`src/hdl/mahd_pkg.sv`:
```
// ---------------------------------------------------------------------------
// MPEG audio header decoder package
// Types, constants and tables shared by the header decoder pipeline.
// ---------------------------------------------------------------------------
package mahd_pkg;

   // Header field widths.
   localparam int unsigned WORD_W   = 32;
   localparam int unsigned BR_W     = 19;
   localparam int unsigned SR_W     = 16;
   localparam int unsigned LEN_W    = 12;
   localparam int unsigned SPF_W    = 11;
   localparam int unsigned MULT_W   = 6;
   localparam int unsigned SLOTS_W  = 8;

   // Sanity check masks.
   localparam logic [WORD_W-1:0] SYNC_MASK   = 32'hffe0_0000;
   localparam logic [WORD_W-1:0] L1_REJ_MASK = 32'hffff_0000;
   localparam logic [WORD_W-1:0] L1_REJ_VAL  = 32'hfffe_0000;

   // Layer codes as they appear in bits 18:17.
   localparam logic [1:0] LAYER_CODE_RSVD = 2'd0;
   localparam logic [1:0] LAYER_CODE_L1   = 2'd3;

   // Version codes as they appear in bits 20:19.
   localparam logic [1:0] VER_CODE_MPEG1 = 2'd3;
   localparam logic [1:0] VER_CODE_MPEG2 = 2'd2;
   localparam logic [1:0] VER_CODE_RSVD  = 2'd1;

   // Sample-rate index codes.
   localparam logic [1:0] FREQ_44K  = 2'd0;
   localparam logic [1:0] FREQ_48K  = 2'd1;
   localparam logic [1:0] FREQ_32K  = 2'd2;
   localparam logic [1:0] FREQ_RSVD = 2'd3;

   localparam logic [3:0] BR_IDX_FREE = 4'd0;
   localparam logic [3:0] BR_IDX_BAD  = 4'd15;

   // Dense version numbering on the result port.
   typedef enum logic [1:0] {
      VER_MPEG1  = 2'd0,
      VER_MPEG2  = 2'd1,
      VER_MPEG25 = 2'd2
   } version_type;

   // Slot counts and samples per frame.
   localparam logic [SLOTS_W-1:0] SLOTS_L1   = 8'd12;
   localparam logic [SLOTS_W-1:0] SLOTS_FULL = 8'd144;
   localparam logic [SLOTS_W-1:0] SLOTS_LSF  = 8'd72;
   localparam logic [SPF_W-1:0]   SAMPLES_L1  = 11'd384;
   localparam logic [SPF_W-1:0]   SAMPLES_L23 = 11'd1152;

   // Every table bitrate is a multiple of this unit.
   localparam logic [12:0] RATE_UNIT = 13'd8000;

   // Base sample rates for MPEG-1; the later versions halve them per step.
   localparam logic [SR_W-1:0] SR_44K = 16'd44100;
   localparam logic [SR_W-1:0] SR_48K = 16'd48000;
   localparam logic [SR_W-1:0] SR_32K = 16'd32000;

   // Frame length divider. With n = slots * (bitrate / 8000) << shift the
   // length is n / 6 at 48 kHz family, n / 4 at 32 kHz family and
   // n * 80 / 441 at 44.1 kHz family.
   localparam int unsigned N_W   = 14;
   localparam int unsigned P_W   = 20;
   localparam int unsigned DIV_W = 9;
   localparam int unsigned Q_W   = 14;
   localparam int unsigned RECIP_SHIFT = 24;
   localparam int unsigned K_W   = 23;
   localparam int unsigned PROD_W = P_W + K_W;

   localparam logic [6:0]       MUL_44K = 7'd80;
   localparam logic [DIV_W-1:0] DIV_44K = 9'd441;
   localparam logic [DIV_W-1:0] DIV_48K = 9'd6;
   localparam logic [DIV_W-1:0] DIV_32K = 9'd4;
   localparam logic [K_W-1:0] RECIP_44K = K_W'((64'd1 << RECIP_SHIFT) / 64'd441);
   localparam logic [K_W-1:0] RECIP_48K = K_W'((64'd1 << RECIP_SHIFT) / 64'd6);
   localparam logic [K_W-1:0] RECIP_32K = K_W'((64'd1 << RECIP_SHIFT) / 64'd4);

   // Bitrate table in units of 8000 bit/s. Rows: MPEG-1 layers I, II, III,
   // then low sample rate Layer I, then low sample rate Layers II and III.
   localparam int unsigned RATE_ROWS = 5;
   localparam logic [MULT_W-1:0] RATE_MULT [RATE_ROWS][16] = '{
      '{6'd0, 6'd4, 6'd8, 6'd12, 6'd16, 6'd20, 6'd24, 6'd28,
        6'd32, 6'd36, 6'd40, 6'd44, 6'd48, 6'd52, 6'd56, 6'd0},
      '{6'd0, 6'd4, 6'd6, 6'd7, 6'd8, 6'd10, 6'd12, 6'd14,
        6'd16, 6'd20, 6'd24, 6'd28, 6'd32, 6'd40, 6'd48, 6'd0},
      '{6'd0, 6'd4, 6'd5, 6'd6, 6'd7, 6'd8, 6'd10, 6'd12,
        6'd14, 6'd16, 6'd20, 6'd24, 6'd28, 6'd32, 6'd40, 6'd0},
      '{6'd0, 6'd4, 6'd6, 6'd7, 6'd8, 6'd10, 6'd12, 6'd14,
        6'd16, 6'd18, 6'd20, 6'd22, 6'd24, 6'd28, 6'd32, 6'd0},
      '{6'd0, 6'd1, 6'd2, 6'd3, 6'd4, 6'd5, 6'd6, 6'd7,
        6'd8, 6'd10, 6'd12, 6'd14, 6'd16, 6'd18, 6'd20, 6'd0}
   };

   // Stage 1: decoded header fields.
   typedef struct packed {
      logic               hv;
      version_type        ver;
      logic [1:0]         layer;
      logic [1:0]         mode;
      logic [BR_W-1:0]    br;
      logic [SR_W-1:0]    sr;
      logic [SPF_W-1:0]   spf;
      logic [MULT_W-1:0]  mult;
      logic [SLOTS_W-1:0] slots;
      logic [1:0]         fri;
      logic               pad;
   } dec_type;

   // Stage 2: numerator and divider selection.
   typedef struct packed {
      logic               hv;
      version_type        ver;
      logic [1:0]         layer;
      logic [1:0]         mode;
      logic [BR_W-1:0]    br;
      logic [SR_W-1:0]    sr;
      logic [SPF_W-1:0]   spf;
      logic               pad;
      logic [P_W-1:0]     num;
      logic [K_W-1:0]     recip;
      logic [DIV_W-1:0]   div;
   } num_type;

   // Stage 3: quotient estimate.
   typedef struct packed {
      logic               hv;
      version_type        ver;
      logic [1:0]         layer;
      logic [1:0]         mode;
      logic [BR_W-1:0]    br;
      logic [SR_W-1:0]    sr;
      logic [SPF_W-1:0]   spf;
      logic               pad;
      logic [P_W-1:0]     num;
      logic [DIV_W-1:0]   div;
      logic [Q_W-1:0]     qest;
   } quo_type;

   // Result register.
   typedef struct packed {
      logic               hv;
      version_type        ver;
      logic [1:0]         layer;
      logic [1:0]         mode;
      logic [BR_W-1:0]    br;
      logic [SR_W-1:0]    sr;
      logic [LEN_W-1:0]   len;
      logic [SPF_W-1:0]   spf;
   } res_type;

endpackage

```
`src/hdl/mpeg_audio_header_decode.sv`:
```
// ---------------------------------------------------------------------------
// MPEG audio header decoder
// Checks a 32-bit candidate frame header and decodes its fields.
// ---------------------------------------------------------------------------
// An accepted item passes the s1, s2, s3 and result registers to the rsp port.
// Throughput: one item per cycle while rsp_ready is high; the frame length
// divider, a reciprocal multiply and one correction step, spans three stages.
// Reset: synchronous, active high; it clears the stage valid bits only.
// Each stage holds its item while the next is full and stalled, so bubbles
// are squeezed out; the input stalls only once all four stages hold items.
// ---------------------------------------------------------------------------
module mpeg_audio_header_decode
   import mahd_pkg::*;
(
   input  logic               clock,
   input  logic               reset,
   input  logic               req_valid,
   output logic               req_ready,
   input  logic [WORD_W-1:0]  req_header_word,
   output logic               rsp_valid,
   input  logic               rsp_ready,
   output logic               rsp_header_valid,
   output logic [1:0]         rsp_version_code,
   output logic [1:0]         rsp_layer_number,
   output logic [1:0]         rsp_chan_mode,
   output logic [BR_W-1:0]    rsp_bitrate_bps,
   output logic [SR_W-1:0]    rsp_fs_hz,
   output logic [LEN_W-1:0]   rsp_frame_length,
   output logic [SPF_W-1:0]   rsp_samples_per_frame
);

   // Per-stage valid bits and payload registers.
   logic    s1_v_ff, s2_v_ff, s3_v_ff, out_v_ff;
   dec_type s1_in, s1_ff;
   num_type s2_in, s2_ff;
   quo_type s3_in, s3_ff;
   res_type out_in, out_ff;

   // A stage may load when it is empty or when the stage after it loads.
   logic out_en, s3_en, s2_en, s1_en;

   assign out_en    = !out_v_ff || rsp_ready;
   assign s3_en     = !s3_v_ff || out_en;
   assign s2_en     = !s2_v_ff || s3_en;
   assign s1_en     = !s1_v_ff || s2_en;
   assign req_ready = s1_en;

   // -----------------------------------------------------------------------
   // Stage 1: sanity checks and table lookups.
   // -----------------------------------------------------------------------
   logic [1:0]  ver_bits, lay_code, fri, mode_bits;
   logic [3:0]  bri;
   logic        pad, prot, pass;
   logic [2:0]  row;
   logic [1:0]  layer;
   version_type ver;
   logic [SR_W-1:0] sr_base;

   always_comb begin
      ver_bits  = req_header_word[20:19];
      lay_code  = req_header_word[18:17];
      prot      = req_header_word[16];
      bri       = req_header_word[15:12];
      fri       = req_header_word[11:10];
      pad       = req_header_word[9];
      mode_bits = req_header_word[7:6];

      // Every rule that makes a word unusable as a frame header.
      pass = ((req_header_word & SYNC_MASK) == SYNC_MASK)
          && (lay_code != LAYER_CODE_RSVD)
          && (bri != BR_IDX_FREE) && (bri != BR_IDX_BAD)
          && (fri != FREQ_RSVD)
          && !(req_header_word[19] && (lay_code == LAYER_CODE_L1) && prot)
          && ((req_header_word & L1_REJ_MASK) != L1_REJ_VAL)
          && (ver_bits != VER_CODE_RSVD);

      case (ver_bits)
         VER_CODE_MPEG1: ver = VER_MPEG1;
         VER_CODE_MPEG2: ver = VER_MPEG2;
         default:        ver = VER_MPEG25;
      endcase

      layer = 2'(3'd4 - {1'b0, lay_code});

      if (ver == VER_MPEG1) begin
         row = {1'b0, layer} - 3'd1;
      end else begin
         row = (layer == 2'd1) ? 3'd3 : 3'd4;
      end

      case (fri)
         FREQ_44K: sr_base = SR_44K;
         FREQ_48K: sr_base = SR_48K;
         default:  sr_base = SR_32K;
      endcase

      s1_in = '0;
      if (pass) begin
         s1_in.hv    = 1'b1;
         s1_in.ver   = ver;
         s1_in.layer = layer;
         s1_in.mode  = mode_bits;
         s1_in.mult  = RATE_MULT[row][bri];
         s1_in.br    = BR_W'(s1_in.mult) * BR_W'(RATE_UNIT);
         // Later versions halve the base sample rate once per step.
         s1_in.sr    = sr_base >> ver;
         s1_in.fri   = fri;
         s1_in.pad   = pad;
         if (layer == 2'd1) begin
            s1_in.slots = SLOTS_L1;
            s1_in.spf   = SAMPLES_L1;
         end else begin
            s1_in.slots = (layer == 2'd3 && ver != VER_MPEG1) ? SLOTS_LSF : SLOTS_FULL;
            s1_in.spf   = SAMPLES_L23;
         end
         if (ver != VER_MPEG1) begin
            s1_in.spf = s1_in.spf >> 1;
         end
      end
   end

   // -----------------------------------------------------------------------
   // Stage 2: numerator slots * rate units, scaled by the version shift and
   // by 80 for 44.1 kHz; divider and reciprocal chosen by sample-rate family.
   // -----------------------------------------------------------------------
   logic [N_W-1:0] n_val;

   always_comb begin
      n_val = (N_W'(s1_ff.slots) * N_W'(s1_ff.mult)) << s1_ff.ver;

      s2_in.hv    = s1_ff.hv;
      s2_in.ver   = s1_ff.ver;
      s2_in.layer = s1_ff.layer;
      s2_in.mode  = s1_ff.mode;
      s2_in.br    = s1_ff.br;
      s2_in.sr    = s1_ff.sr;
      s2_in.spf   = s1_ff.spf;
      s2_in.pad   = s1_ff.pad;

      case (s1_ff.fri)
         FREQ_44K: begin
            s2_in.num   = P_W'(n_val) * P_W'(MUL_44K);
            s2_in.recip = RECIP_44K;
            s2_in.div   = DIV_44K;
         end
         FREQ_48K: begin
            s2_in.num   = P_W'(n_val);
            s2_in.recip = RECIP_48K;
            s2_in.div   = DIV_48K;
         end
         default: begin
            s2_in.num   = P_W'(n_val);
            s2_in.recip = RECIP_32K;
            s2_in.div   = DIV_32K;
         end
      endcase
   end

   // -----------------------------------------------------------------------
   // Stage 3: quotient estimate by reciprocal multiply. The estimate is the
   // true quotient or one less.
   // -----------------------------------------------------------------------
   logic [PROD_W-1:0] prod;

   always_comb begin
      prod = PROD_W'(s2_ff.num) * PROD_W'(s2_ff.recip);

      s3_in.hv    = s2_ff.hv;
      s3_in.ver   = s2_ff.ver;
      s3_in.layer = s2_ff.layer;
      s3_in.mode  = s2_ff.mode;
      s3_in.br    = s2_ff.br;
      s3_in.sr    = s2_ff.sr;
      s3_in.spf   = s2_ff.spf;
      s3_in.pad   = s2_ff.pad;
      s3_in.num   = s2_ff.num;
      s3_in.div   = s2_ff.div;
      s3_in.qest  = prod[RECIP_SHIFT +: Q_W];
   end

   // -----------------------------------------------------------------------
   // Stage 4: remainder check, padding slot and Layer I slot size.
   // -----------------------------------------------------------------------
   logic [Q_W+DIV_W-1:0] qd;
   logic [P_W-1:0]       rem;
   logic [Q_W-1:0]       quo, len_raw;

   always_comb begin
      qd      = (Q_W+DIV_W)'(s3_ff.qest) * (Q_W+DIV_W)'(s3_ff.div);
      rem     = s3_ff.num - P_W'(qd);
      quo     = s3_ff.qest + Q_W'(rem >= P_W'(s3_ff.div));
      len_raw = quo + Q_W'(s3_ff.pad);

      out_in.hv    = s3_ff.hv;
      out_in.ver   = s3_ff.ver;
      out_in.layer = s3_ff.layer;
      out_in.mode  = s3_ff.mode;
      out_in.br    = s3_ff.br;
      out_in.sr    = s3_ff.sr;
      out_in.spf   = s3_ff.spf;
      if (!s3_ff.hv) begin
         out_in.len = '0;
      end else if (s3_ff.layer == 2'd1) begin
         // Layer I slots are four bytes long.
         out_in.len = LEN_W'(len_raw << 2);
      end else begin
         out_in.len = LEN_W'(len_raw);
      end
   end

   // -----------------------------------------------------------------------
   // Registers.
   // -----------------------------------------------------------------------
   always_ff @(posedge clock) begin
      if (reset) begin
         s1_v_ff  <= 1'b0;
         s2_v_ff  <= 1'b0;
         s3_v_ff  <= 1'b0;
         out_v_ff <= 1'b0;
      end else begin
         if (s1_en)  s1_v_ff  <= req_valid;
         if (s2_en)  s2_v_ff  <= s1_v_ff;
         if (s3_en)  s3_v_ff  <= s2_v_ff;
         if (out_en) out_v_ff <= s3_v_ff;
      end
   end

   always_ff @(posedge clock) begin
      if (s1_en)  s1_ff  <= s1_in;
      if (s2_en)  s2_ff  <= s2_in;
      if (s3_en)  s3_ff  <= s3_in;
      if (out_en) out_ff <= out_in;
   end

   assign rsp_valid             = out_v_ff;
   assign rsp_header_valid      = out_ff.hv;
   assign rsp_version_code      = out_ff.ver;
   assign rsp_layer_number      = out_ff.layer;
   assign rsp_chan_mode         = out_ff.mode;
   assign rsp_bitrate_bps       = out_ff.br;
   assign rsp_fs_hz             = out_ff.sr;
   assign rsp_frame_length      = out_ff.len;
   assign rsp_samples_per_frame = out_ff.spf;

endmodule
```
`config.mk`:
```
export PLATFORM = sky130hd
export DESIGN_NAME = mpeg_audio_header_decode
export DESIGN_NICKNAME = d
export VERILOG_FILES = /design/src/hdl/mahd_pkg.sv /design/src/hdl/mpeg_audio_header_decode.sv
export SDC_FILE = /design/constraint.sdc
export NUM_CORES = 1
export LEC_CHECK = 0
export CAP_MARGIN = 15
export CELL_PAD_IN_SITES_DETAIL_PLACEMENT = 0
export CELL_PAD_IN_SITES_GLOBAL_PLACEMENT = 1
export CORE_MARGIN = 2
export CORE_UTILIZATION = 53
export DETAILED_ROUTE_END_ITERATION = 8
export DONT_BUFFER_PORTS = 1
export GPL_ROUTABILITY_DRIVEN = 0
export PLACE_DENSITY = 0.81
export SLEW_MARGIN = 20
export SYNTH_ARGS = -nofsm -noshare
export SYNTH_HDL_FRONTEND = slang
export SYNTH_SLANG_ARGS = --single-unit
export TNS_END_PERCENT = 100
```
`constraint.sdc`:
```
create_clock -name clock -period 10.85 [get_ports clock]
set_input_delay 1.6275 -clock clock [delete_from_list [all_inputs] [get_ports clock]]
set_output_delay 1.6275 -clock clock [all_outputs]
set_load 0.02 [all_outputs]
```
==> results.md <==
Yosys:
- The area share of the leading cell type in the synthesized netlist is 29.8%.
- The number of distinct library cells after synthesis is 77.
- The cell count after synthesis came out at 2287.
- The commonest cells after synthesis are 532 x sky130_fd_sc_hd__inv_1, 344 x sky130_fd_sc_hd__ha_1, 299 x sky130_fd_sc_hd__fa_1.
- Yosys instantiated no cell more often than sky130_fd_sc_hd__inv_1.
- The share of synthesized area occupied by flip-flops and latches is 30.1%.
- In the post-synthesis netlist, the biggest area contributors are sky130_fd_sc_hd__edfxtp_1 30%, sky130_fd_sc_hd__fa_1 24%, sky130_fd_sc_hd__ha_1 17%, sky130_fd_sc_hd__inv_1 8.0%, sky130_fd_sc_hd__and2_1 2.8%.
- The mean area per synthesized cell is 10.9 um^2.
- Summing every instance area after synthesis gives 24900 um^2.
- Yosys mapped a number of flops with a built-in enable equal to 247.
- The register bit count reported by yosys is 251.
- The cell type with the largest total area after synthesis is sky130_fd_sc_hd__edfxtp_1.
- The most used flip-flop cell after synthesis is sky130_fd_sc_hd__edfxtp_1.
- The Yosys warning count is 0.
- The share of async-settable or async-resettable flops after synthesis is 0%.

Route:
- The overall routed net length is 50600 um.
- The DRC violations left is 0.
- The count of TritonRoute iterations in the first routing pass is 5.
- The average vias per placed instance is 5.28.
- The detailed router placed 15300 vias in this run.
- The count of nets left with antenna violations once routing finished came out at 0.
- In the final routed layout, each cell accounts on average for 17.5 um.
- After the first detailed-routing iteration, the DRC count stood at 944.

Critical path:
- The required time at the worst-slack endpoint is 11.15 ns.
- The type of element capturing the critical path is a flop.
- The largest incremental delay on the critical path is 0.76 ns.
- The cell family contributing the most delay on the critical path is adder cells.
- STA classifies the critical path startpoint as a flop.
- The critical-path cell with the highest stage delay is sky130_fd_sc_hd__edfxtp_1.
- Together, buffers and inverters on the worst path number 3.
- The data arrival at the endpoint of the critical path is 8.78 ns.
- The worst setup path is of the flop to flop kind.
- The cell repeated most along the worst path is sky130_fd_sc_hd__fa_1.
- In this run the worst path has a maximum fanout of 17.
- The setup check on the worst reg-to-reg path leaves a slack of 2.37 ns.

Floorplan:
- The die is 221 um tall.
- The die is 221 um wide.
- The floorplan die area is 48700 um^2.
- The row count is 79.
- The initial core utilization is 53.5%.
- For this design the top-level I/O count stands at 103.
- The total area inside the core boundary comes to 46500 um^2.

CTS:
- The number of clock buffers inserted by TritonCTS is 26.
- In this run the clock root is driven by a sky130_fd_sc_hd__clkbuf_16.
- Clock latency on the worst-skew pair, taken at its later pin, is 0.55 ns.
- The buffer count from post-CTS setup fixing is 0.
- For this design, the CTS-stage hold fixing added 0 buffers.
- No sink is reached through more buffers than the 3 on the longest clock path.
- TritonCTS built the clock tree.
- The total number of clock tree sinks is 251.
- Clock-pin slew was measured on the worst setup and hold paths at 0.07 ns.
- CTS built an H-tree with a depth of 1.
- The number of resized instances in the post-cts repair step is 0.

Timing:
- The final number of hold-violating endpoints came to 0.
- Timing would allow up to 0.118 GHz.
- The final max-slew violation count came to 0.
- The worst-case headroom to the max-slew limit is 30.4%.
- Setup repair after global routing left no endpoint under its margin.
- The worst setup skew after layout is 0.0193 ns.
- The worst path uses 78.2% of the clock period.
- For the pin with the worst max-slew slack, the measured transition is 1.04 ns.
- The shortest period the worst path allows is 8.48 ns.
- The number of endpoints failing setup at the final stage is 0.
- On the final layout, the worst hold slack is 0.410 ns.
- The total negative slack is 0 ns.

Pwr:
- In this run the power density over the cells is 83.0 nW/um^2.
- Of the total power, the share spent switching nets is 23.6%.
- Sequential cells account for 48.7% of the total power.
- Summed over all cells, the static leakage comes to 13.4 nW.
- The switching power total is 0.000515 W.
- Of the total power, combinational logic draws 10.4%.
- The peak ir drop on the vdd network is 0.155 mV.
- The internal power of the cells totals 0.00167 W.
- The share of total power dissipated in the clock network is 40.9%.

Placed design:
- Summed over all nets, the half-perimeter wirelength after detailed placement is 41700 um.
- Once placement finished, the instance area stood at 25400 um^2.
- The number of buffers inserted by port buffering is 0.

Layout:
- The number of fill cells in the layout is 3931.
- The summed area of non-filler cells in the final layout is 26300 um^2.
- The sequential standard cell area is 7500 um^2.
- The count of nets after finishing is 2945.
- In the final layout, the multi-input gates occupy 15100 um^2.
- Compared with the post-synthesis result, the final layout area differs by 5.65%.
- The number of antenna diodes is 0.
- The share of layout cells above drive strength 1 is 3.63%.

GRT:
- The first global-routing pass estimated 82500 um of wire.
- After global routing the overflow that remains totals 0.
- The peak-usage layer in the global routing report is met2.
- The global routing usage on met3 is 2.64%.
- The number of antenna violations at the first check in global routing came to 0.
- Entering global routing, the biggest net connects 78 pins.
- The overall global routing resource usage is 21.5%.
- The number of global-route vias before repair was 15800.
- The met1 demand-to-capacity share in global routing is 29.9%.
- In the global route stage, met2 resource usage came out at 36.3%.

Status:
- The flow ran to the end, and the final reports show no timing, DRC or antenna violations.

Hold path:
- The path class of the tightest hold or removal check is flop to flop.

Flow run:
- The max-capacitance violation count is 0.
cells in the final DEF (no fill, tap or decap), types with 4 or more instances in the layout:
cell type / Yosys / layout
sky130_fd_sc_hd__mux2_2: 6 / 6
sky130_fd_sc_hd__xor2_1: 28 / 28
sky130_fd_sc_hd__nand2b_1: 9 / 9
sky130_fd_sc_hd__clkinv_2: 0 / 5
sky130_fd_sc_hd__a211oi_1: 13 / 13
sky130_fd_sc_hd__nor2_1: 91 / 91
sky130_fd_sc_hd__clkinv_1: 2 / 5
sky130_fd_sc_hd__o21ai_0: 45 / 45
sky130_fd_sc_hd__a221oi_1: 4 / 4
sky130_fd_sc_hd__and2_1: 110 / 110
sky130_fd_sc_hd__inv_1: 532 / 530
sky130_fd_sc_hd__a21oi_1: 84 / 84
sky130_fd_sc_hd__a211o_1: 5 / 5
sky130_fd_sc_hd__fa_1: 299 / 299
sky130_fd_sc_hd__nor2b_1: 18 / 18
sky130_fd_sc_hd__a31oi_1: 6 / 6
sky130_fd_sc_hd__o22ai_1: 4 / 4
sky130_fd_sc_hd__xnor2_1: 50 / 50
sky130_fd_sc_hd__o21a_1: 11 / 11
sky130_fd_sc_hd__dfxtp_1: 4 / 4
sky130_fd_sc_hd__nand4_1: 5 / 5
sky130_fd_sc_hd__clkbuf_16: 0 / 26
sky130_fd_sc_hd__or3_1: 6 / 6
sky130_fd_sc_hd__a2111oi_0: 4 / 4
sky130_fd_sc_hd__mux2i_1: 15 / 15
sky130_fd_sc_hd__nor3_1: 22 / 22
sky130_fd_sc_hd__and3_1: 12 / 12
sky130_fd_sc_hd__a21o_1: 21 / 21
sky130_fd_sc_hd__nand2_1: 114 / 112
sky130_fd_sc_hd__o21ai_1: 8 / 8
sky130_fd_sc_hd__o21bai_1: 8 / 8
sky130_fd_sc_hd__or2_2: 9 / 9
sky130_fd_sc_hd__conb_1: 1 / 13
sky130_fd_sc_hd__edfxtp_1: 247 / 247
sky130_fd_sc_hd__buf_4: 12 / 5
sky130_fd_sc_hd__o211ai_1: 6 / 6
sky130_fd_sc_hd__nand3_1: 30 / 30
sky130_fd_sc_hd__ha_1: 344 / 344
cells by family after synthesis:
| group | synth area share [%] |
|---|---|
| multiplexers | 0.875 |
| other | 0.0151 |
| XOR/XNOR | 2.81 |
| AO/OA/AOI/OAI | 6.46 |
| buffers and inverters | 9.33 |
| flip-flops | 30.1 |
| adder cells (fa/ha/maj) | 41.4 |
| AND/OR/NAND/NOR | 8.95 |
sequential cells by signal, indices dropped and copies added (netlist names), 5 cells and up:
name	cells
rsp_bitrate_bps	13
s1_ff	52
out_in	41
s2_ff	65
s3_ff	36
rsp_samples_per_frame	5
rsp_frame_length	12
rsp_fs_hz	16
path summary, 6_finish.rpt:
| kind | start | to | depth (start not counted) |
|---|---|---|---|
| max | s3_ff[5] | rsp_frame_length[10] | 28 |
| min | s2_ff[88] | out_in[47] | 0 |
| max reg2reg | s3_ff[5] | rsp_frame_length[10] | 28 |
| min reg2reg | s2_ff[88] | out_in[47] | 0 |
final cells by class:
cell class              count  share of cell area, %
well taps                 607                   2.89
inverters                 535                   7.64
clock buffers              29                   2.52
flip-flops and latches    251                   28.5
multi-input cells        1447                   57.5
repair buffers              5                  0.143
clock inverters            18                  0.733
power by group through the flow:
stage	clock network, W	registers (W)	logic [W]
2_1_floorplan	0	0.00108	0.000193
3_3_place_gp	0	0.00108	0.000222
3_5_place_dp	0	0.00108	0.000226
4_1_cts	0.000910	0.00106	0.000229
5_1_grt	0.000947	0.00106	0.000263
6_report	0.000893	0.00106	0.000226
metrics by stage:
stage	util (%)	std cells	total power (W)	setup slack, ns
floorplan	-	2299	0.00127	3.16
global route	56.6	2892	0.00227	1.87
finish	56.6	2892	0.00218	2.37
global placement	54.7	2845	0.00130	2.58
detailed placement	54.7	2845	0.00131	2.47
CTS	56.5	2892	0.00220	2.40
worst reg2reg max path, delay by kind of cell, from the launching register on:
family,cells,cell delay [ns]
multiplexers,1,0.33
AO/OA/AOI/OAI,4,0.63
adder cells (fa/ha/maj),8,3.40
flip-flops,1,0.76
AND/OR/NAND/NOR,12,2.92
buffers and inverters,3,0.19
per-layer routing:
| layer | up-vias | part of all wire, % |
|---|---|---|
| met2 | 354 | 48 |
| li1 | 7314 | - |
| met4 | 0 | 2.4 |
| met1 | 7509 | 45 |
| met3 | 85 | 4.7 |
| met5 | - | 0 |
No activity file was read; power rests on OpenSTA's default activity.
